--- src/hw/rtl/dtcr_pkg.sv ---
`timescale 1ns / 1ps
package dtcr_pkg;

  localparam int COORD_BITS = 12;
  localparam int DEPTH_BITS = 16;

  localparam int CFG_IDX_W  = 3;
  localparam int CFG_DATA_W = 64;

  localparam logic [CFG_IDX_W-1:0] REG_DEPTH_INTR  = 3'd0;
  localparam logic [CFG_IDX_W-1:0] REG_COLOR_INTR  = 3'd1;
  localparam logic [CFG_IDX_W-1:0] REG_XFORM_X     = 3'd2;
  localparam logic [CFG_IDX_W-1:0] REG_XFORM_Y     = 3'd3;
  localparam logic [CFG_IDX_W-1:0] REG_XFORM_Z     = 3'd4;
  localparam logic [CFG_IDX_W-1:0] REG_DEPTH_SCALE = 3'd5;
  localparam logic [CFG_IDX_W-1:0] REG_COLOR_W     = 3'd6;
  localparam logic [CFG_IDX_W-1:0] REG_COLOR_H     = 3'd7;

  localparam logic [15:0] SCALE_RST   = 16'd66;
  localparam logic [12:0] COLOR_W_RST = 13'd640;
  localparam logic [12:0] COLOR_H_RST = 13'd480;

  // divider: quotient bits, divisor bits, bits retired per stage
  localparam int DIV_Q_W      = 32;
  localparam int DIV_DEN_W    = 36;
  localparam int DIV_NUM_W    = DIV_Q_W + DIV_DEN_W;
  localparam int DIV_STEPS    = 2;
  localparam int DIV_STAGES   = DIV_Q_W / DIV_STEPS;
  localparam int DIV_LAT      = DIV_STAGES + 1;

  localparam int D_W     = 32;
  localparam int DIFF_W  = 20;
  localparam int NUM_A_W = D_W + DIFF_W;
  localparam int P_W     = 32;
  localparam int PROD_W  = 48;
  localparam int SUM_W   = 49;
  localparam int ACC_W   = 50;
  localparam int Q_W     = 36;
  localparam int NUM_B_W = 52;
  localparam int TOFF_W  = 33;
  localparam int U4_W    = 19;

  // t * 2^30 / 10000 = 107374 * t + (114 * t) / 625
  localparam logic [16:0] TOFF_MUL_HI = 17'd107374;
  localparam logic [6:0]  TOFF_MUL_LO = 7'd114;
  localparam logic [22:0] TOFF_RECIP  = 23'd6871948;

  localparam logic signed [P_W-1:0] P_MAX = 32'sh7fffffff;
  localparam logic signed [P_W-1:0] P_MIN = 32'sh80000000;

  typedef struct packed {
    logic [COORD_BITS-1:0] pixel_col;
    logic [COORD_BITS-1:0] pixel_row;
    logic [DEPTH_BITS-1:0] raw_depth;
  } in_item_t;

  typedef struct packed {
    logic signed [31:0] pos_x;
    logic signed [31:0] pos_y;
    logic signed [31:0] pos_z;
    logic [11:0]        color_col;
    logic [11:0]        color_row;
    logic               has_depth;
    logic               in_color_view;
  } out_item_t;

endpackage

--- src/hw/rtl/dtcr_div.sv ---
`timescale 1ns / 1ps
module dtcr_div (
  input  logic                              clk,
  input  logic [dtcr_pkg::DIV_NUM_W-1:0]    num_i,
  input  logic [dtcr_pkg::DIV_DEN_W-1:0]    den_i,
  output logic [dtcr_pkg::DIV_Q_W-1:0]      quo_o,
  output logic                              ovf_o
);

  logic [dtcr_pkg::DIV_DEN_W-1:0] rem_r   [0:dtcr_pkg::DIV_STAGES];
  logic [dtcr_pkg::DIV_DEN_W-1:0] rem_nxt [0:dtcr_pkg::DIV_STAGES];
  logic [dtcr_pkg::DIV_Q_W-1:0]   bits_r  [0:dtcr_pkg::DIV_STAGES];
  logic [dtcr_pkg::DIV_Q_W-1:0]   bits_nxt[0:dtcr_pkg::DIV_STAGES];
  logic [dtcr_pkg::DIV_DEN_W-1:0] den_r   [0:dtcr_pkg::DIV_STAGES];
  logic [dtcr_pkg::DIV_DEN_W-1:0] den_nxt [0:dtcr_pkg::DIV_STAGES];
  logic                           ovf_r   [0:dtcr_pkg::DIV_STAGES];
  logic                           ovf_nxt [0:dtcr_pkg::DIV_STAGES];

  always_comb begin
    logic [dtcr_pkg::DIV_DEN_W-1:0] rem;
    logic [dtcr_pkg::DIV_Q_W-1:0]   bits;
    logic [dtcr_pkg::DIV_DEN_W:0]   trial;
    rem_nxt[0]  = num_i[dtcr_pkg::DIV_NUM_W-1 -: dtcr_pkg::DIV_DEN_W];
    bits_nxt[0] = num_i[dtcr_pkg::DIV_Q_W-1:0];
    den_nxt[0]  = den_i;
    ovf_nxt[0]  = num_i >= {den_i, {dtcr_pkg::DIV_Q_W{1'b0}}};
    for (int k = 1; k <= dtcr_pkg::DIV_STAGES; k++) begin
      rem  = rem_r[k-1];
      bits = bits_r[k-1];
      for (int j = 0; j < dtcr_pkg::DIV_STEPS; j++) begin
        trial = {rem, bits[dtcr_pkg::DIV_Q_W-1]};
        bits  = {bits[dtcr_pkg::DIV_Q_W-2:0], 1'b0};
        if (trial >= {1'b0, den_r[k-1]}) begin
          trial   = trial - {1'b0, den_r[k-1]};
          bits[0] = 1'b1;
        end
        rem = trial[dtcr_pkg::DIV_DEN_W-1:0];
      end
      rem_nxt[k]  = rem;
      bits_nxt[k] = bits;
      den_nxt[k]  = den_r[k-1];
      ovf_nxt[k]  = ovf_r[k-1];
    end
  end

  always_ff @(posedge clk) begin
    for (int k = 0; k <= dtcr_pkg::DIV_STAGES; k++) begin
      rem_r[k]  <= rem_nxt[k];
      bits_r[k] <= bits_nxt[k];
      den_r[k]  <= den_nxt[k];
      ovf_r[k]  <= ovf_nxt[k];
    end
  end

  assign quo_o = bits_r[dtcr_pkg::DIV_STAGES];
  assign ovf_o = ovf_r[dtcr_pkg::DIV_STAGES];

endmodule

--- config.mk ---
export PLATFORM = sky130hd
export DESIGN_NAME = dtcr_div
export DESIGN_NICKNAME = d
export VERILOG_FILES = /design/src/hw/rtl/dtcr_pkg.sv /design/src/hw/rtl/dtcr_div.sv
export SDC_FILE = /design/constraint.sdc
export NUM_CORES = 2
export LEC_CHECK = 0
export BUFFER_PORTS_ARGS = -buffer_cell sky130_fd_sc_hd__buf_2
export CAP_MARGIN = 20
export CORE_UTILIZATION = 25
export DETAILED_ROUTE_END_ITERATION = 7
export PLACE_DENSITY = 0.47
export SKIP_LAST_GASP = 1
export SYNTH_ARGS = -nofsm -noshare
export SYNTH_HDL_FRONTEND = slang
export SYNTH_SLANG_ARGS = --single-unit
--- constraint.sdc ---
create_clock -name clk -period 15.2 [get_ports clk]
set_clock_uncertainty 0.2 [all_clocks]
set_input_delay 3.04 -clock clk [delete_from_list [all_inputs] [get_ports clk]]
set_output_delay 3.04 -clock clk [all_outputs]
set_load 0.02 [all_outputs]
==> impl_results.md <==
* Die Ht at 656 um
* Pin count of the biggest net entering global routing at between 60 and 70
* Min-Delay Path Class: register to register
* Die area at about 430,000 um2
* First-pass GRT wire length at between 500,000 and 600,000 um
* Critical Path Source Type: register
* # hold bufs at CTS at 0
* Avg Vias per Cell at ~4.8
* Starting Density at 0.252
* Final GP Congestion at between 0.9 and 1
* Final setup vio count at 0
* Std-Cell Rows at approximately 240
* Compound-Gate Fraction of Synth Area at 0.210
* Vias in the first global route at 83,391
* Setup TNS at 0 ns
* Period utilization at 0.597
* Filler cells at around 45,000
* #FFs+latches synth at approximately 1,700
* CP max FO at 44
* All-layer global routing usage at 0.151
* Ports at approximately 140
* Mapped cell area at roughly 110,000 um2
* Post-synth EDFFs at 0
* CP max-delay cell: clkinv_1
* Mux contribution to synthesized area at 0.0781
* Num CTS Buffers at 210
* Max-Slew Margin vs Limit at 0.195
* CTS tree: done
* WL/cell at 18.7 um
* CTS max path bufs at 4
* Core Region at ~420,000 um2
* HPWL Detailed at around 280,000 um
* DRT antenna net count at 0
* Main synth FF type: dfxtp_1
* Area Growth Syn to Fin at 13.6%
* Largest stage delay on the critical path at 0.70 ns
* FMAX at between 100 and 150 MHz
* Clk root buf: clkbuf_16
* Net count, final at 13,495
* Worst Tran Pin Value at about 1.2 ns
* Fraction of layout cells with a size suffix above 1 at 0.108
* WS Path Type: register to register
* Slew Limit Fails at 0
* Depth of the worst register-to-register path at 25
* # clock sinks at 1,713
* Hold slack at 0.0530 ns
* Register area share after synthesis at 0.321
* Fin crit period at between 9 and 10 ns
* Critical Path RT at ~16 ns
* Post-CTS Setup Inserts at 0
* Port buffer count at 137
* Simple-Gate Fraction of Synth Area at 0.125
* DRT iter0 DRCs at between 5,000 and 6,000
* Syn avg cell area at between 8 and 9 um2
* Combinational family with the most area after synthesis: compound AO/OA/AOI/OAI gates
* Syn nets at 13,407
* Post-Synth XOR/XNOR Area at 0.0762
* Antenna violations before repair at 17
* Reg2reg end: rem_r[0][147]$_DFF_P_
* GRT overflow at 0
* Crit. End Element: register
* Clock Pin Slew Worst Setup and Hold Paths at 0.06 ns
* Max-cap violations at 0
* DRT Pass-1 Iters at 5
* Crit path DAT at 9.61 ns
* R2R Setup Slk at between 6 and 7 ns
* Post-synth ARST share at 0
* Die W at 656 um
* RSZ-0062 raised after global routing: no
* Synthesized-area fraction occupied by adder cells at 0.145
* Cts repair resizes at 0
* Clk Latency, worst-skew pair at 0.94 ns
* H-tree depth at 4
* Status: finished, final reports clean
* Hold path endpoint: bits_r[0][159]$_DFF_P_
* Reg2Reg Launch Point: den_r[0][110]$_DFF_P_
* WHS Path Cells at 0
* Total Wirelength at ~340,000 um
* Hold_sp: bits_r[0][125]$_DFF_P_
* Cell variety after synth at 95
* DR vias at between 80,000 and 90,000
* Final Hold Fails at 0
* Synth warn at 0
* DR DRC count at 0
* Cells after Synth at approximately 12,000
## cells by family (layout without fill, tap and decap cells)
kind of cell | count (synthesis) | in the layout
muxes | 746 | 746
and+or+nand+nor | 2758 | 2758
other | 0 | 11
DFF | 1713 | 1713
AOI/OAI and AO/OA | 3503 | 3503
xor gates and xnor gates | 929 | 929
buffers and inverters | 1215 | 1474
adders and majority gates | 1219 | 1219
## flip-flops by register name (all words and copies together), names as in the netlist
name    flops
den_r     576
rem_r     576
bits_r    544
ovf_r      17
## Yosys cell counts (209+ instances only)
cell,number,share of area
dfxtp_1,1713,0.32
ha_1,1188,0.14
a21oi_1,1005,0.047
inv_1,910,0.032
nand2_1,806,0.028
o21ai_0,750,0.035
mux2_2,657,0.069
nor2_1,649,0.023
xnor2_1,609,0.050
a21o_1,578,0.041
xor2_1,320,0.026
nand3_1,248,0.012
clkbuf_1,209,0.0073
## per-layer routing
layer  global-route usage  up-vias  routed length [um]
met1                0.199    40552              157000
li1                     -    43612                   -
met3               0.0172      418               12800
met4               0.0450        4               10800
met2                0.256     1644              157000
met5                    0        -                  31
## layout by cell type (no fill, tap or decap), types with 42 or more instances in the layout
| master | count |
|---|---|
| nor2_1 | 648 |
| o31ai_1 | 89 |
| dfxtp_1 | 1713 |
| xnor2_1 | 609 |
| nand2_1 | 806 |
| mux2i_1 | 49 |
| o21ai_0 | 750 |
| and3_1 | 117 |
| a31oi_1 | 120 |
| a21boi_0 | 42 |
| nor2b_1 | 128 |
| nor3_1 | 166 |
| nor4_1 | 57 |
| or3_1 | 56 |
| o21bai_1 | 157 |
| buf_2 | 137 |
| nand3_1 | 248 |
| nand4_1 | 167 |
| or2_2 | 47 |
| a21oi_1 | 1003 |
| ha_1 | 1188 |
| nand2b_1 | 135 |
| mux2_2 | 657 |
| inv_1 | 910 |
| o211ai_1 | 66 |
| a211oi_1 | 104 |
| o21a_1 | 167 |
| a21o_1 | 578 |
| and2_1 | 56 |
| clkbuf_16 | 210 |
| xor2_1 | 320 |
## critical path, delay by kind of cell (launching register included)
family | cells | cell delay, ns
mux | 1 | 0.37
simple gates | 4 | 1.11
fa+ha+maj | 2 | 0.68
compound gates | 14 | 4.66
flops | 1 | 0.33
buf+inv | 4 | 1.52
## worst max-delay path by stage
stage | start | to | cells after the start
floorplan | den_r[0][397]$_DFF_P_ | rem_r[0][439]$_DFF_P_ | 27
global placement | den_r[0][110]$_DFF_P_ | rem_r[0][155]$_DFF_P_ | 25
detailed placement | den_r[0][3]$_DFF_P_ | rem_r[0][47]$_DFF_P_ | 25
CTS | den_r[0][110]$_DFF_P_ | rem_r[0][147]$_DFF_P_ | 25
global route | den_r[0][110]$_DFF_P_ | rem_r[0][147]$_DFF_P_ | 25
finish | den_r[0][110]$_DFF_P_ | rem_r[0][147]$_DFF_P_ | 25
## layout make-up
type	count	area, um2	share of cell area
Inverter	914	3430	0.0283
Antenna cell	11	27.5	0.000227
Timing Repair Buffer	177	981	0.00809
Sequential cell	1713	34300	0.283
Clock buffer	257	5750	0.0474
Clock inverter	126	1780	0.0146
Tap cell	5663	7090	0.0584
Multi-Input combinational cell	9155	67900	0.560
## per-stage QoR
stage / setup slack [ns] / instances / util / area (um2)
final: 6.13 / 18016 / 0.286 / 121000
after global routing: 5.43 / 18009 / 0.286 / 121000
after global placement: 6.38 / 17620 / 0.268 / 114000
after CTS: 6.24 / 18003 / 0.286 / 121000
after floorplan: 8.15 / 12083 / - / 107000
after detailed placement: 6.35 / 17620 / 0.268 / 114000
Power is not shown: default switching activity piles up to over one toggle a cycle in this logic, so the estimate is an artifact.
